--- config.mk ---
export PLATFORM = sky130hd
export DESIGN_NAME = max_priority_queue_scan_flat
export DESIGN_NICKNAME = d
export VERILOG_FILES = /design/src/design/mpq_pkg.sv /design/src/design/mpq_if.sv /design/src/design/mpq_ram.sv /design/src/design/mpq_ctrl.sv /design/src/design/max_priority_queue_scan.sv /design/src/flat_wrapper.sv
export SDC_FILE = /design/constraint.sdc
export NUM_CORES = 1
export LEC_CHECK = 0
export ABC_AREA = 1
export BUFFER_PORTS_ARGS = -buffer_cell sky130_fd_sc_hd__buf_2
export CORE_ASPECT_RATIO = 1.2
export CORE_MARGIN = 4
export CORE_UTILIZATION = 51
export DETAILED_ROUTE_END_ITERATION = 16
export HOLD_SLACK_MARGIN = 0.12
export PLACE_DENSITY_LB_ADDON = 0.15
export SYNTH_ARGS = -nofsm -noshare
export SYNTH_HDL_FRONTEND = slang
export SYNTH_HIERARCHICAL = 1
export SYNTH_SLANG_ARGS = --single-unit
--- constraint.sdc ---
create_clock -name clk -period 5.5 [get_ports clk]
set_input_delay 0.825 -clock clk [delete_from_list [all_inputs] [get_ports clk]]
set_output_delay 0.825 -clock clk [all_outputs]
set_load 0.01 [all_outputs]
--- src/design/mpq_pkg.sv ---
// ----------------------------------------------------------------------------
// mpq_pkg: shared types and constants of the max priority queue
// Queue depth, derived widths, command and status codes, result record.
// ----------------------------------------------------------------------------
package mpq_pkg;

  localparam int DEPTH  = 16;
  localparam int IDX_W  = (DEPTH > 1) ? $clog2(DEPTH) : 1;
  localparam int CNT_W  = $clog2(DEPTH + 1);
  localparam int DATA_W = 32;
  localparam int OCC_W  = 5;

  localparam logic [1:0] CMD_ENQ  = 2'd0;
  localparam logic [1:0] CMD_DEQ  = 2'd1;
  localparam logic [1:0] CMD_PEEK = 2'd2;

  localparam logic [1:0] ST_OK       = 2'd0;
  localparam logic [1:0] ST_OVERFLOW = 2'd1;
  localparam logic [1:0] ST_EMPTY    = 2'd2;

  typedef struct packed {
    logic signed [DATA_W-1:0] result_value;
    logic [1:0]               status;
    logic [OCC_W-1:0]         occupancy;
  } rsp_t;

endpackage

--- src/design/mpq_if.sv ---
// ----------------------------------------------------------------------------
// mpq_if: request and response channels of the max priority queue
// Valid/ready channels; a transfer happens when valid and ready are high.
// ----------------------------------------------------------------------------
interface mpq_req_if;
  logic               valid;
  logic               ready;
  logic [1:0]         command;
  logic signed [31:0] value;

  modport source (output valid, output command, output value, input ready);
  modport sink   (input valid, input command, input value, output ready);
endinterface

interface mpq_rsp_if;
  logic               valid;
  logic               ready;
  logic signed [31:0] result_value;
  logic [1:0]         status;
  logic [4:0]         occupancy;

  modport source (output valid, output result_value, output status, output occupancy,
                  input ready);
  modport sink   (input valid, input result_value, input status, input occupancy,
                  output ready);
endinterface

--- src/design/mpq_ram.sv ---
// ----------------------------------------------------------------------------
// mpq_ram: generic simple dual-port RAM
// One write port, one read port, read data registered.
// ----------------------------------------------------------------------------
module mpq_ram #(
  parameter int WIDTH = 32,
  parameter int DEPTH = 16
) (
  input  logic                                   clk,
  input  logic                                   wr_en,
  input  logic [((DEPTH > 1) ? $clog2(DEPTH) : 1)-1:0] wr_addr,
  input  logic [WIDTH-1:0]                       wr_data,
  input  logic                                   rd_en,
  input  logic [((DEPTH > 1) ? $clog2(DEPTH) : 1)-1:0] rd_addr,
  output logic [WIDTH-1:0]                       rd_data
);

  logic [WIDTH-1:0] mem [DEPTH];

  always_ff @(posedge clk) begin
    if (wr_en) begin
      mem[wr_addr] <= wr_data;
    end
    if (rd_en) begin
      rd_data <= mem[rd_addr];
    end
  end

endmodule

--- src/design/mpq_ctrl.sv ---
// ----------------------------------------------------------------------------
// mpq_ctrl: queue sequencer
// Runs one request at a time against the entry RAM: append, max scan with
// gap closing, or peek; then holds the result until the output takes it.
// ----------------------------------------------------------------------------
module mpq_ctrl (
  input  logic          clk,
  input  logic          rst,
  mpq_req_if.sink       req,
  output logic          rsp_valid,
  input  logic          rsp_ready,
  output mpq_pkg::rsp_t rsp
);

  typedef enum logic [4:0] {
    S_IDLE  = 5'b00001,
    S_SCAN  = 5'b00010,
    S_SHIFT = 5'b00100,
    S_PEEK  = 5'b01000,
    S_DONE  = 5'b10000
  } state_t;

  state_t state, state_next;

  logic [mpq_pkg::CNT_W-1:0]  count, count_next;
  logic [mpq_pkg::CNT_W-1:0]  idx, idx_next;
  logic [mpq_pkg::IDX_W-1:0]  pos, pos_next;
  logic signed [mpq_pkg::DATA_W-1:0] best, best_next;
  mpq_pkg::rsp_t              rsp_next;

  logic                       wr_en;
  logic [mpq_pkg::IDX_W-1:0]  wr_addr;
  logic [mpq_pkg::DATA_W-1:0] wr_data;
  logic                       rd_en;
  logic [mpq_pkg::IDX_W-1:0]  rd_addr;
  logic [mpq_pkg::DATA_W-1:0] rd_data;

  logic                       take;
  logic [mpq_pkg::CNT_W:0]    idx_inc;
  logic [mpq_pkg::CNT_W:0]    idx_inc2;
  logic [mpq_pkg::CNT_W-1:0]  count_dec;

  mpq_ram #(
    .WIDTH (mpq_pkg::DATA_W),
    .DEPTH (mpq_pkg::DEPTH)
  ) u_ram (
    .clk     (clk),
    .wr_en   (wr_en),
    .wr_addr (wr_addr),
    .wr_data (wr_data),
    .rd_en   (rd_en),
    .rd_addr (rd_addr),
    .rd_data (rd_data)
  );

  assign req.ready = (state == S_IDLE);
  assign rsp_valid = (state == S_DONE);

  assign idx_inc   = {1'b0, idx} + (mpq_pkg::CNT_W+1)'(1);
  assign idx_inc2  = {1'b0, idx} + (mpq_pkg::CNT_W+1)'(2);
  assign count_dec = count - mpq_pkg::CNT_W'(1);
  // first entry always seeds the maximum; later ones win only when strictly greater
  assign take      = (idx == '0) || ($signed(rd_data) > best);

  always_comb begin
    state_next = state;
    count_next = count;
    idx_next   = idx;
    pos_next   = pos;
    best_next  = best;
    rsp_next   = rsp;
    wr_en      = 1'b0;
    wr_addr    = count[mpq_pkg::IDX_W-1:0];
    wr_data    = req.value;
    rd_en      = 1'b0;
    rd_addr    = '0;

    unique case (state)
      S_IDLE: begin
        if (req.valid) begin
          rsp_next.result_value = '0;
          rsp_next.status       = mpq_pkg::ST_OK;
          rsp_next.occupancy    = mpq_pkg::OCC_W'(count);
          state_next            = S_DONE;
          unique case (req.command)
            mpq_pkg::CMD_ENQ: begin
              if (count == mpq_pkg::CNT_W'(mpq_pkg::DEPTH)) begin
                rsp_next.status = mpq_pkg::ST_OVERFLOW;
              end else begin
                wr_en              = 1'b1;
                count_next         = count + mpq_pkg::CNT_W'(1);
                rsp_next.occupancy = mpq_pkg::OCC_W'(count + mpq_pkg::CNT_W'(1));
              end
            end
            mpq_pkg::CMD_DEQ: begin
              if (count == '0) begin
                rsp_next.status = mpq_pkg::ST_EMPTY;
              end else begin
                rd_en      = 1'b1;
                idx_next   = '0;
                state_next = S_SCAN;
              end
            end
            mpq_pkg::CMD_PEEK: begin
              if (count == '0) begin
                rsp_next.status = mpq_pkg::ST_EMPTY;
              end else begin
                rd_en      = 1'b1;
                state_next = S_PEEK;
              end
            end
            default: begin
            end
          endcase
        end
      end

      S_SCAN: begin
        // rd_data holds entry idx
        if (take) begin
          best_next = $signed(rd_data);
          pos_next  = idx[mpq_pkg::IDX_W-1:0];
        end
        if (idx_inc == {1'b0, count}) begin
          if (mpq_pkg::CNT_W'(pos_next) + mpq_pkg::CNT_W'(1) == count) begin
            count_next            = count_dec;
            rsp_next.result_value = best_next;
            rsp_next.status       = mpq_pkg::ST_OK;
            rsp_next.occupancy    = mpq_pkg::OCC_W'(count_dec);
            state_next            = S_DONE;
          end else begin
            rd_en      = 1'b1;
            rd_addr    = mpq_pkg::IDX_W'(mpq_pkg::CNT_W'(pos_next) + mpq_pkg::CNT_W'(1));
            idx_next   = mpq_pkg::CNT_W'(pos_next);
            state_next = S_SHIFT;
          end
        end else begin
          rd_en    = 1'b1;
          rd_addr  = idx_inc[mpq_pkg::IDX_W-1:0];
          idx_next = idx_inc[mpq_pkg::CNT_W-1:0];
        end
      end

      S_SHIFT: begin
        // rd_data holds entry idx+1; move it down into idx
        wr_en   = 1'b1;
        wr_addr = idx[mpq_pkg::IDX_W-1:0];
        wr_data = rd_data;
        if (idx_inc2 < {1'b0, count}) begin
          rd_en    = 1'b1;
          rd_addr  = idx_inc2[mpq_pkg::IDX_W-1:0];
          idx_next = idx_inc[mpq_pkg::CNT_W-1:0];
        end else begin
          count_next            = count_dec;
          rsp_next.result_value = best;
          rsp_next.status       = mpq_pkg::ST_OK;
          rsp_next.occupancy    = mpq_pkg::OCC_W'(count_dec);
          state_next            = S_DONE;
        end
      end

      S_PEEK: begin
        rsp_next.result_value = $signed(rd_data);
        rsp_next.status       = mpq_pkg::ST_OK;
        rsp_next.occupancy    = mpq_pkg::OCC_W'(count);
        state_next            = S_DONE;
      end

      S_DONE: begin
        if (rsp_ready) begin
          state_next = S_IDLE;
        end
      end

      default: begin
        state_next = S_IDLE;
      end
    endcase
  end

  always_ff @(posedge clk) begin
    if (rst) begin
      state <= S_IDLE;
      count <= '0;
    end else begin
      state <= state_next;
      count <= count_next;
    end
    idx  <= idx_next;
    pos  <= pos_next;
    best <= best_next;
    rsp  <= rsp_next;
  end

  // never more entries than the store holds
  a_count_bound: assert property (@(posedge clk) disable iff (rst)
    count <= mpq_pkg::CNT_W'(mpq_pkg::DEPTH))
    else $error("entry count beyond depth");

  // a write and a read never hit the same entry in one cycle
  a_no_rw_clash: assert property (@(posedge clk) disable iff (rst)
    (wr_en && rd_en) |-> (wr_addr != rd_addr))
    else $error("read and write to the same entry");

  // gap closing only moves entries that lie below the count
  a_shift_range: assert property (@(posedge clk) disable iff (rst)
    (state == S_SHIFT) |-> (idx_inc < {1'b0, count}))
    else $error("shift beyond stored entries");

  // overflow reports come only from a full store
  a_overflow_full: assert property (@(posedge clk) disable iff (rst)
    (rsp_valid && (rsp.status == mpq_pkg::ST_OVERFLOW))
      |-> (count == mpq_pkg::CNT_W'(mpq_pkg::DEPTH)))
    else $error("overflow without full store");

endmodule

--- src/design/max_priority_queue_scan.sv ---
// ----------------------------------------------------------------------------
// max_priority_queue_scan: unsorted-array max priority queue
// Signed 32-bit entries kept in arrival order in a single RAM; enqueue,
// dequeue of the maximum (oldest wins ties) and peek of the oldest entry.
// ----------------------------------------------------------------------------
//
//  channel  dir  fields                                   transfer
//  -------  ---  ---------------------------------------  -------------------
//  req      in   command[1:0], value[31:0]                valid && ready
//  rsp      out  result_value[31:0], status[1:0],         valid && ready
//                occupancy[4:0]
//
// Dequeue of N stored entries with the maximum at position p makes one RAM
// read per entry for the scan, then one read and one write for each of the
// N - 1 - p entries above p to close the gap, every read through the single
// read port of the entry RAM. Reset clears the sequencer state, the entry
// count and the output flag; the RAM needs no clearing pass. The sequencer
// takes one request at a time; a finished result waits in the output
// register, so the next request is taken while the sink stalls.
// ----------------------------------------------------------------------------
module max_priority_queue_scan (
  input  logic      clk,
  input  logic      rst,
  mpq_req_if.sink   req,
  mpq_rsp_if.source rsp
);

  mpq_pkg::rsp_t ctrl_rsp;
  mpq_pkg::rsp_t out_data;
  logic          ctrl_valid;
  logic          ctrl_ready;
  logic          out_full;

  // Sequencer with the entry RAM behind it
  mpq_ctrl u_ctrl (
    .clk       (clk),
    .rst       (rst),
    .req       (req),
    .rsp_valid (ctrl_valid),
    .rsp_ready (ctrl_ready),
    .rsp       (ctrl_rsp)
  );

  // Output register: take a new result when empty or being drained
  assign ctrl_ready = !out_full || rsp.ready;

  always_ff @(posedge clk) begin
    if (rst) begin
      out_full <= 1'b0;
    end else if (ctrl_valid && ctrl_ready) begin
      out_full <= 1'b1;
    end else if (rsp.ready) begin
      out_full <= 1'b0;
    end
  end

  // Hold the payload while stalled; load it only on a handoff
  always_ff @(posedge clk) begin
    if (ctrl_valid && ctrl_ready) begin
      out_data <= ctrl_rsp;
    end
  end

  assign rsp.valid        = out_full;
  assign rsp.result_value = out_data.result_value;
  assign rsp.status       = out_data.status;
  assign rsp.occupancy    = out_data.occupancy;

endmodule

--- src/flat_wrapper.sv ---
// flat-port wrapper written by rule: the top's interface ports become plain ports
module max_priority_queue_scan_flat 
  (clk, rst, req_valid, req_command, req_value, req_ready, rsp_valid, rsp_result_value, rsp_status, rsp_occupancy, rsp_ready);
  mpq_req_if req_i ();
  mpq_rsp_if rsp_i ();
  input  logic clk;
  input  logic rst;
  input wire logic [$bits(req_i.valid)-1:0] req_valid;
  input wire logic [$bits(req_i.command)-1:0] req_command;
  input wire logic [$bits(req_i.value)-1:0] req_value;
  output wire logic [$bits(req_i.ready)-1:0] req_ready;
  output wire logic [$bits(rsp_i.valid)-1:0] rsp_valid;
  output wire logic [$bits(rsp_i.result_value)-1:0] rsp_result_value;
  output wire logic [$bits(rsp_i.status)-1:0] rsp_status;
  output wire logic [$bits(rsp_i.occupancy)-1:0] rsp_occupancy;
  input wire logic [$bits(rsp_i.ready)-1:0] rsp_ready;
  assign req_i.valid = req_valid;
  assign req_i.command = req_command;
  assign req_i.value = req_value;
  assign req_ready = req_i.ready;
  assign rsp_valid = rsp_i.valid;
  assign rsp_result_value = rsp_i.result_value;
  assign rsp_status = rsp_i.status;
  assign rsp_occupancy = rsp_i.occupancy;
  assign rsp_i.ready = rsp_ready;
  max_priority_queue_scan u_core (.clk(clk), .rst(rst), .req(req_i), .rsp(rsp_i));
endmodule
==> metrics <==
result of the run=finished clean; post-route ant nets=0; Buffers & Inverters on Critical Path=4; Leakage=14.37 nW; instance area after placement=32000 µm²; die outline area=63760 µm²; Setup Total Neg Slack=0 ns; PortBufs=78; Diodes inserted=0; fraction of final layout cells with drive strength greater than 1=10.10%; post-CTS sizing=0; count of placed standard cells including taps=3738; Worst Skew=0.01970 ns; clock buffer count from CTS=69; maximum capacitance violations=0; final core area utilization=58.35%; Syn Nets=3005; type of the worst min-delay path=flip-flop to flip-flop; Routability Congestion=0.8983; dominant cell type by count on the critical path=nand2_1; met3 demand-to-capacity share in global routing=3.355%; Final Hold Violating Endpoints=0; Data arrival, critical path=5.44 ns; Mapped Avg Cell Area=10.44 µm²; total global routing overflow=0; # nets final=3102; capturing instance or port of the critical path=u_core/u_ctrl/u_ram/rd_data[26]; CTS Hold Bufs=0; top cell family by delay on the critical path=simple AND/OR/NAND/NOR gates; post-synthesis sequential area ratio=66.03%; flop2flop setup slack=0.39 ns; Sinks on Clock Net=674; initial core utilization=51.89%; detailed-placement wirelength estimate=44.41 mm; number of setup violations in the final report=0; cell area power density=357.9 nW/µm²; largest driver fanout on the critical path=61; Critical Path Start Type=flip-flop; min-delay src=u_core/u_ctrl/rsp[8]; type of element capturing the critical path=flip-flop; layout overhead on the synthesized area=12.44%; clock tree from TritonCTS=built; layer carrying the most global-route usage=met2; end of the worst register-to-register path=u_core/u_ctrl/u_ram/rd_data[26]; worst stage delay on the critical path=0.53 ns; final routed wirelength across all metal layers=76.59 mm; antenna violations before repair=3; number of cells produced by synthesis=2920; final cell area excluding filler cells=34270 µm²; vertical die dimension=275.8 µm; WP data required=5.83 ns; clock tree buffer depth=3; number of global-route vias before repair=20150; post-detailed-route via-to-cell ratio=5.353; Hold WS=0.4192 ns; Root Driver=clkbuf_16; actual transition at the worst max-transition pin=1.240 ns; worst-case reg-to-reg path depth=29; number of detailed-routing iterations run before antenna repair=5; first-iteration detailed-routing DRC count=1973; IR Drop Worst-Case VDD=0.2236 mV; maximum operating frequency=0.1957 GHz; Clk pin slew, worst setup/hold paths=0.06 ns; met1 demand-to-capacity share in global routing=32.71%; total DRC errors in the routed layout=0; H-tree levels=3; detailed-route wire length per cell=19.83 µm; global-route wire length before repair=117.6 mm; Slew headroom=16.78%; Skew-Pair Late Insertion Delay=0.60 ns; Post-Layout Cell Count=3862; total number of cells along the worst setup path=29; via count=20670; Reg-to-Reg Start=u_core/u_ctrl/u_ram/rd_data[11]; launching instance or port of the critical path=u_core/u_ctrl/u_ram/rd_data[11]; number of pins with negative max-slew slack in the final report=0; buffers inserted by post-CTS timing repair=0; maximum number of pins on one net before global-route repair=149; met2 track utilization from global routing=40.48%; I/O pin cnt=79; area inside the core boundary=58740 µm²; setup repair after global routing missed its margin=no; Crit-path slowest cell=edfxtp_1; Yosys cell types=42; post-synthesis cell area=30480 µm²; register bit count reported by yosys=674; min cycle time layout=5.110 ns; Row Count=97; Worst Path Class, Setup=flip-flop to flip-flop; final clock period utilization by the worst path=92.90%; GR Util All Layers=24.09%; overall die width=231.2 µm; Yosys warnings=6
## final cells by class
| type | count | area (µm²) |
|---|---|---|
| Clock buffer | 84 | 1868 |
| Tap cell | 792 | 991.0 |
| Fill cell | 4903 | 24470 |
| Multi-Input combinational cell | 1609 | 7840 |
| Inverter | 504 | 1901 |
| Sequential cell | 674 | 20130 |
| Clock inverter | 40 | 401.6 |
| Timing Repair Buffer | 159 | 1144 |
## per-stage QoR
step	total power [mW]	setup slack (ns)
after CTS	12.36	0.3882
after global routing	12.77	0.001919
after global placement	7.599	0.4662
after floorplan	7.141	0.7863
after detailed placement	7.642	0.4050
final	12.27	0.3903
## report_power, final
part | leakage (nW) | switching, mW | internal (mW)
sequential | 6.11 | 0.156 | 6.02
combinational | 7.15 | 0.979 | 0.397
clock | 1.11 | 1.92 | 2.80
total | 14.4 | 3.06 | 9.21
## synth_stat cells, drive strengths merged
cell | instances | share of area, %
o21a | 5 | 0.12
a211oi | 1 | 0.025
buf | 98 | 2.2
xor2 | 8 | 0.23
edfxtp | 663 | 65
o211ai | 2 | 0.049
a21oi | 36 | 0.60
ha | 47 | 1.9
o21ai | 89 | 1.5
nand3 | 412 | 6.9
nor2 | 59 | 0.78
xnor2 | 3 | 0.086
clkbuf | 35 | 0.43
mux2i | 1 | 0.033
nand2 | 873 | 11
dfxtp | 11 | 0.72
o221ai | 33 | 0.95
a21o | 2 | 0.049
o22ai | 4 | 0.082
nand4 | 16 | 0.35
clkinv | 3 | 0.037
nor4 | 5 | 0.20
inv | 501 | 6.2
nand3b | 5 | 0.12
nor3 | 8 | 0.15
## state kept, by name, indices dropped and copies added, names as in the netlist
signal / flops
u_core/rsp.status: 2
u_core/rsp.occupancy: 5
u_core/u_ctrl/count: 5
u_core/rsp.valid: 1
u_core/u_ctrl/state: 5
u_core/u_ctrl/u_ram/mem: 512
u_core/u_ctrl/pos: 4
u_core/u_ctrl/rsp: 39
u_core/rsp.result_value: 32
u_core/u_ctrl/idx: 5
u_core/u_ctrl/u_ram/rd_data: 32
u_core/u_ctrl/best: 32
## cell families (layout without fill, tap and decap cells)
| kind of cell | Yosys count | in the layout | share of synthesized area, % |
|---|---|---|---|
| DFF | 674 | 674 | 66.03 |
| xor gates and xnor gates | 11 | 11 | 0.3161 |
| adders and majority gates | 47 | 47 | 1.929 |
| muxes | 1 | 1 | 0.03284 |
| and+or+nand+nor | 1378 | 1378 | 19.46 |
| buffers and inverters | 637 | 787 | 8.882 |
| AOI/OAI and AO/OA | 172 | 172 | 3.341 |
## routing by layer
metal | vias to the layer above | routed length, µm | share of wire, %
li1 | 9850 | - | -
met1 | 9974 | 32830 | 43
met4 | 0 | 1997 | 2.6
met3 | 137 | 5075 | 6.6
met5 | - | 0 | 0
met2 | 713 | 36690 | 48
## worst min path at each step
stage               slack, ns  depth (start not counted)                     endpoint
floorplan                0.40                          0      u_core/rsp.occupancy[0]
global placement         0.40                          0  u_core/rsp.result_value[15]
detailed placement       0.40                          0  u_core/rsp.result_value[31]
CTS                      0.42                          0  u_core/rsp.result_value[31]
global route             0.43                          0  u_core/rsp.result_value[23]
finish                   0.42                          0   u_core/rsp.result_value[1]
## layout by cell type, fill, tap and decap left out, types with 11 or more instances in the layout
cell / synthesis / final
a21oi_1: 35 / 34
buf_2: 46 / 78
buf_4: 6 / 70
clkbuf_1: 35 / 11
clkbuf_16: 0 / 73
clkinv_1: 3 / 23
dfxtp_1: 11 / 11
edfxtp_1: 663 / 663
ha_1: 47 / 47
inv_1: 497 / 495
nand2_1: 859 / 859
nand3_1: 406 / 406
nand4_1: 15 / 15
nor2_1: 54 / 38
nor2_4: 1 / 17
o21ai_0: 87 / 82
o221ai_1: 33 / 33
Power figures use the tool's default switching activity.
